### config.mk
export PLATFORM = sky130hd
export DESIGN_NAME = lcdsw_seq
export DESIGN_NICKNAME = d
export VERILOG_FILES = /design/src/rtl/core/lcdsw_pkg.sv /design/src/rtl/core/lcdsw_seq.sv
export SDC_FILE = /design/constraint.sdc
export NUM_CORES = 1
export LEC_CHECK = 0
export ABC_CLOCK_PERIOD_IN_PS = 3080
export BUFFER_PORTS_ARGS = -buffer_cell sky130_fd_sc_hd__buf_2
export CAP_MARGIN = 20
export CORE_UTILIZATION = 54
export DETAILED_ROUTE_END_ITERATION = 7
export PLACE_DENSITY = 0.83
export SLEW_MARGIN = 30
export SYNTH_ARGS = -nofsm -noshare
export SYNTH_HDL_FRONTEND = slang
export SYNTH_SLANG_ARGS = --single-unit
### constraint.sdc
create_clock -name i_clk -period 3.08 [get_ports i_clk]
set_input_delay 0.154 -clock i_clk [delete_from_list [all_inputs] [get_ports i_clk]]
set_output_delay 0.154 -clock i_clk [all_outputs]
set_load 0.05 [all_outputs]
### src/rtl/core/lcdsw_pkg.sv
// Shared types and constants for the LCD shadow pixel writer.
`default_nettype none

package lcdsw_pkg;

    // One pixel request: set or clear the pixel at (x_column, y_row)
    typedef struct packed {
        logic       operation;
        logic [7:0] x_column;
        logic [6:0] y_row;
    } t_pixel_req;

    // One byte toward the LCD controller
    typedef struct packed {
        logic [7:0] lcd_byte;
        logic       is_data;
        logic       last;
    } t_lcd_out;

    // Strobes from the sequencer to the shadow memory
    typedef struct packed {
        logic rd_en;
        logic wr_en;
    } t_mem_ctl;

    // Pixel operation codes
    localparam logic OP_SET   = 1'b0;
    localparam logic OP_CLEAR = 1'b1;

    // Controller command bytes
    localparam logic [7:0] CMD_PAGE         = 8'hB0;
    localparam logic [7:0] CMD_COL_LOW_MASK = 8'h0F;
    localparam logic [7:0] CMD_COL_HIGH     = 8'h10;
    localparam logic [7:0] PIXEL_ONE        = 8'h01;

    // Position within the four-byte run
    localparam logic [1:0] BYTE_PAGE     = 2'd0;
    localparam logic [1:0] BYTE_COL_LOW  = 2'd1;
    localparam logic [1:0] BYTE_COL_HIGH = 2'd2;
    localparam logic [1:0] BYTE_DATA     = 2'd3;

endpackage

`default_nettype wire

### src/rtl/core/lcdsw_seq.sv
// Sequencer: clearing pass, read-modify-write of a shadow byte, four-byte emit.
`default_nettype none

module lcdsw_seq
    import lcdsw_pkg::*;
#(
    parameter int PAGE_COUNT   = 16,
    parameter int COLUMN_COUNT = 256
) (
    input  wire logic       i_clk,
    input  wire logic       i_rst_n,
    input  wire logic       i_in_valid,
    output logic            o_in_ready,
    input  wire t_pixel_req i_in_data,
    output logic            o_out_valid,
    input  wire logic       i_out_ready,
    output t_lcd_out        o_out_data,
    output t_mem_ctl        o_mem_ctl,
    output logic [((PAGE_COUNT > 1) ? $clog2(PAGE_COUNT) : 1)
                 + ((COLUMN_COUNT > 1) ? $clog2(COLUMN_COUNT) : 1) - 1:0] o_rd_addr,
    output logic [((PAGE_COUNT > 1) ? $clog2(PAGE_COUNT) : 1)
                 + ((COLUMN_COUNT > 1) ? $clog2(COLUMN_COUNT) : 1) - 1:0] o_wr_addr,
    output logic [7:0]      o_wr_data,
    input  wire logic [7:0] i_rd_data
);

    localparam int PAW = (PAGE_COUNT > 1) ? $clog2(PAGE_COUNT) : 1;
    localparam int CAW = (COLUMN_COUNT > 1) ? $clog2(COLUMN_COUNT) : 1;
    localparam int AW  = PAW + CAW;

    localparam logic [4:0] PAGE_LIM = 5'(PAGE_COUNT);
    localparam logic [8:0] COL_LIM  = 9'(COLUMN_COUNT);

    localparam logic [1:0] ST_CLEAR = 2'd0;
    localparam logic [1:0] ST_IDLE  = 2'd1;
    localparam logic [1:0] ST_READ  = 2'd2;
    localparam logic [1:0] ST_EMIT  = 2'd3;

    // Control state
    logic [1:0]    r_state, n_state;
    logic [AW-1:0] r_clr_addr, n_clr_addr;
    logic [1:0]    r_cnt, n_cnt;

    // Latched transaction and new byte
    logic          r_op;
    logic [3:0]    r_page;
    logic [7:0]    r_col;
    logic [2:0]    r_bit;
    logic [AW-1:0] r_addr;
    logic [7:0]    r_byte;

    logic          in_fire;
    logic          out_fire;
    logic          in_range;
    logic [AW-1:0] in_addr;
    logic [7:0]    bit_mask;
    logic          bit_hit;
    logic          changes;
    logic [7:0]    new_byte;

    assign in_fire  = i_in_valid && o_in_ready;
    assign out_fire = o_out_valid && i_out_ready;

    // Range check and memory address of the incoming pixel
    assign in_range = ({1'b0, i_in_data.y_row[6:3]} < PAGE_LIM)
                   && ({1'b0, i_in_data.x_column} < COL_LIM);
    assign in_addr  = {i_in_data.y_row[3 +: PAW], i_in_data.x_column[CAW-1:0]};

    // Modify the byte read back from the store
    assign bit_mask = PIXEL_ONE << r_bit;
    assign bit_hit  = |(i_rd_data & bit_mask);
    assign changes  = (r_op == OP_CLEAR) ? bit_hit : !bit_hit;
    assign new_byte = (r_op == OP_CLEAR) ? (i_rd_data & ~bit_mask)
                                         : (i_rd_data | bit_mask);

    // Memory strobes and addresses
    always_comb begin
        o_mem_ctl.rd_en = (r_state == ST_IDLE) && i_in_valid;
        o_mem_ctl.wr_en = (r_state == ST_CLEAR) || ((r_state == ST_READ) && changes);
        o_rd_addr       = in_addr;
        o_wr_addr       = (r_state == ST_CLEAR) ? r_clr_addr : r_addr;
        o_wr_data       = (r_state == ST_CLEAR) ? 8'h00 : new_byte;
    end

    // Next state
    always_comb begin
        n_state    = r_state;
        n_clr_addr = r_clr_addr;
        n_cnt      = r_cnt;
        case (r_state)
            ST_CLEAR: begin
                n_clr_addr = r_clr_addr + AW'(1);
                if (&r_clr_addr) begin
                    n_state = ST_IDLE;
                end
            end
            ST_IDLE: begin
                if (in_fire && in_range) begin
                    n_state = ST_READ;
                end
            end
            ST_READ: begin
                n_cnt   = BYTE_PAGE;
                n_state = changes ? ST_EMIT : ST_IDLE;
            end
            ST_EMIT: begin
                if (out_fire) begin
                    n_cnt = r_cnt + 2'd1;
                    if (r_cnt == BYTE_DATA) begin
                        n_state = ST_IDLE;
                    end
                end
            end
            default: begin
                n_state = ST_IDLE;
            end
        endcase
    end

    // Control registers
    always_ff @(posedge i_clk) begin
        if (!i_rst_n) begin
            r_state    <= ST_CLEAR;
            r_clr_addr <= '0;
            r_cnt      <= BYTE_PAGE;
        end else begin
            r_state    <= n_state;
            r_clr_addr <= n_clr_addr;
            r_cnt      <= n_cnt;
        end
    end

    // Hold the accepted transaction and the updated byte
    always_ff @(posedge i_clk) begin
        if (in_fire) begin
            r_op   <= i_in_data.operation;
            r_page <= i_in_data.y_row[6:3];
            r_col  <= i_in_data.x_column;
            r_bit  <= i_in_data.y_row[2:0];
            r_addr <= in_addr;
        end
        if (r_state == ST_READ) begin
            r_byte <= new_byte;
        end
    end

    // Handshake and output byte
    assign o_in_ready  = (r_state == ST_IDLE);
    assign o_out_valid = (r_state == ST_EMIT);

    always_comb begin
        o_out_data.is_data = 1'b0;
        o_out_data.last    = 1'b0;
        case (r_cnt)
            BYTE_PAGE:     o_out_data.lcd_byte = CMD_PAGE | {4'h0, r_page};
            BYTE_COL_LOW:  o_out_data.lcd_byte = r_col & CMD_COL_LOW_MASK;
            BYTE_COL_HIGH: o_out_data.lcd_byte = CMD_COL_HIGH | {4'h0, r_col[7:4]};
            BYTE_DATA: begin
                o_out_data.lcd_byte = r_byte;
                o_out_data.is_data  = 1'b1;
                o_out_data.last     = 1'b1;
            end
            default:       o_out_data.lcd_byte = r_byte;
        endcase
    end

endmodule

`default_nettype wire

==> results.env <==
POSTLAYOUTCELLAREA_UM2=2640
POST_CTS.REPAIR.SETUP_BUFFERS=0
START_KIND='flop'
ANT_NETS=0
CP_SLOWEST_STAGE_DELAY_PS=650
CTS_TREE='done'
GLOBALPLACE.CONGESTION=0.850
WORST_R2R_STARTPOINT='r_state[1]$_SDFFE_PN0P_'
FINAL_NETS=311
YS_SEQ_AREA_SHARE_PCT=46.5
FLOW.AREA_GROWTH_FROM_SYNTHESIS_PCT=17.7
CTS-BUFFERS-INSERTED=5
CRIT_SLOWEST_CELL='sky130_fd_sc_hd__ha_1'
WORST_R2R_PATH_DEPTH=5
PLACED_INSTANCE_AREA_UM2=2530
DETAIL_ROUTE.DRC_VIOLATIONS=0
FINAL_PERIOD_MINUS_WORST_SETUP_SLACK_PS=2420
CLOCK_SKEWS_PS=12.9
FLOORPLAN.DIE.WIDTH_UM=66.4
DRT-WIRELENGTH-PER-CELL_UM=14.3
CP_CELL_SEQUENCE='inv_1 -> ha_1 -> buf_4 -> mux2_2 -> buf_2'
IO_PINS=74
DESIGN.CORE.AREA_UM2=4000
WORST_SLEW_PIN_SLEW_PS=809
WORSTSETUPPATHTYPE='reg2out'
GRT_START_MAX_NET_PINS=23
POWER_DENSITY_nW_PER_UM2=517
SETUP_VIOL=0
SYNTH.AREA.TOP_CELLS='sky130_fd_sc_hd__edfxtp_1, sky130_fd_sc_hd__dfxtp_1, sky130_fd_sc_hd__ha_1'
DETAIL_ROUTE.FIRST_PASS.ITERATIONS=6
DIEAREA_UM2=4410
SYNTH-SEQ-CELLS=40
FINAL_CELL_MIX='sky130_fd_sc_hd__buf_2, sky130_fd_sc_hd__edfxtp_1, sky130_fd_sc_hd__nand2_1'
DETAILEDPLACEMENTHPWL_MM=3.53
FLOORPLAN.DIE.HEIGHT_UM=66.4
TIMING_HOLD_VIOLATIONS_FINAL=0
WORST_SETUP_PATH_ENDPOINT='o_wr_addr[2]'
NUMPORTBUFFERS=73
STATUS='finished clean'
FINALMAXSLEWVIOLATIONS=0
GRT_ANTENNA_BEFORE_REPAIR=0
CTS.REPAIR.RESIZED=0
GRTUSAGETOTAL_PCT=21.6
POWER.STATIC_LEAKAGE_uW=0.00114
CTS_HOLD_REPAIR.BUFFERS=0
CLK-INSERTION-DELAY-LATE_PS=300
WORSTPATHARRIVAL_PS=2270
SYNTH_LARGEST_TYPE_AREA_FRACTION_PCT=32.2
CLOCKROOTBUFFER='sky130_fd_sc_hd__clkbuf_8'
INITIAL_UTILIZATION_PCT=56.0
POST_ROUTE_CELLS_DRIVE_ABOVE_1_SHARE_PCT=35.4
WORST_SLEW_MARGIN_REL_PCT=46.1
SYNTH_AREA_UM2=2240
FINAL_COMMON_CELL='sky130_fd_sc_hd__buf_2'
TIMING.FINAL.CRIT_SHARE_PCT=78.7
FINAL_CORE_UTILIZATION_PCT=65.9
GRT_PASS1_WL_MM=7.02
GRT_REMAINING_OVERFLOW=0
CLOCK_SINK_COUNT=40
IRDROPWORSTVDD_V=0.000302
TOTAL_VIA_COUNT_IN_THE_ROUTED_DESIGN=1742
CTS_MAX_PATH_BUFFERS=2
FIN_TNS_SETUP_PS=0
UNREPAIRED_SETUP_ENDPOINTS_AFTER_GLOBAL_ROUTING='no'
ROWS=23
CRITPATHCAPTURETYPE='output port'
POST_SYNTH_NUM_CELL_TYPES=37
CP.REQUIRED_PS=2930
VIA_DENSITY_PER_INSTANCE=5.38
MIN_PATH_TYPE='in2reg'
CLKSLEWWORSTSETUPHOLDPATHS_PS=70
REG2REG_TO='r_clr_addr[6]$_SDFFE_PN0P_'
YOSYS_WARNING_TOTAL=0
TOTAL_POWER_uW=1360
MINIMUM_SETUP_SLACK_AMONG_REG_TO_REG_PATHS_PS=950
DETAIL_ROUTE.ITER0.VIOLATIONS=124
FINAL.FILL_COUNT=306
FMAXACHIEVABLE_GHz=0.413
TOTALWIRELENGTH_MM=4.62
DRV.MAX_CAP_VIOLATION_COUNT=0
CLOCK_TREE.HTREE_LEVEL_COUNT=2
AVGSYNTHCELLAREA_UM2=10.4
N_ANTENNA_CELL=0
WORSTPATHMAXFANOUT=22
FIRST_GLOBAL_VIAS=1588
SYNTHESIS.NETS=254
CP-STARTPOINT='r_state[1]$_SDFFE_PN0P_'
SYNTHCELLS=216
SYNTH_TOP_CELL_BY_AREA='sky130_fd_sc_hd__edfxtp_1'
==> cell usage after synthesis, drive strengths merged <==
library cell	n
xnor2	8
a211o	1
o41ai	1
dfxtp	16
buf	16
a222oi	4
nand2	21
o211ai	1
o21ai	12
nor3	5
nand2b	1
nand4	4
clkbuf	8
nor4	2
xor2	2
or3	1
a21oi	5
and3	1
edfxtp	24
nand3	7
inv	12
ha	10
a311oi	1
a21o	2
and2	2
o31ai	1
nand3b	2
mux2	10
mux4	1
a32oi	1
nor2b	9
nor2	12
mux2i	10
or3b	3
==> critical path, delay by kind of cell, from the launching register on <==
kind,cells,cell delay [ps]
DFF,1,330
adders and majority gates,1,650
buffers and inverters,3,640
muxes,1,350
==> routing by layer <==
metal | track usage [%] | part of all wire [%] | up-vias
li1 | - | - | 864
met1 | 26.0 | 41 | 810
met2 | 36.1 | 51 | 57
met3 | 4.83 | 5.6 | 11
met4 | 10.9 | 2.5 | 0
met5 | 0 | 0 | -
==> kinds of logic (layout without fill, tap and decap cells) <==
| logic type | Yosys count | after routing | share of synthesized area, % |
|---|---|---|---|
| mux | 21 | 21 | 10.7 |
| xor+xnor | 10 | 10 | 3.91 |
| simple gates | 70 | 70 | 15.6 |
| fa+ha+maj | 10 | 10 | 5.58 |
| flops | 40 | 40 | 46.5 |
| compound gates | 29 | 29 | 9.05 |
| buf+inv | 36 | 94 | 8.71 |
==> power breakdown <==
part | internal (uW) | switching, uW
sequential | 589 | 24.2
combinational | 93.7 | 234
clock | 240 | 183
total | 923 | 441
==> state kept, by name, indices dropped and copies added (netlist names) <==
register and cells:
r_bit 3, r_addr 1, r_op 1, r_clr_addr 12, r_page 4, r_state 2, r_col 7, r_byte 8
r_cnt 2
==> layout make-up <==
type	instances	area [um^2]	area share (%)
multi-input cells	140	1000	38.1
clock inverters	3	42.5	1.61
clock buffers	5	68.8	2.61
flip-flops and latches	40	1040	39.5
inverters	12	45.0	1.71
repair buffers	74	373	14.1
well taps	50	62.6	2.37
==> stage by stage <==
stage / setup slack [ps] / hold slack, ps / instances
2_1_floorplan: 666 / 253 / 216
3_3_place_gp: 1020 / 331 / 316
3_5_place_dp: 950 / 332 / 316
4_1_cts: 648 / 30.0 / 324
5_1_grt: 516 / 30.3 / 324
6_report: 656 / 36.1 / 324
==> worst min-delay path by stage <==
stage	from	to	cells past startpoint	slack, ps
2_1_floorplan	i_in_data[14]	r_addr[7]$_DFFE_PP_	0	250
3_3_place_gp	i_in_data[2]	r_bit[2]$_DFFE_PP_	1	330
3_5_place_dp	i_in_data[15]	r_op$_DFFE_PP_	1	330
4_1_cts	i_in_data[15]	r_op$_DFFE_PP_	1	30
5_1_grt	i_in_data[15]	r_op$_DFFE_PP_	1	30
6_report	i_in_data[15]	r_op$_DFFE_PP_	1	40
Note: power is estimated with default switching activity, not from simulation.
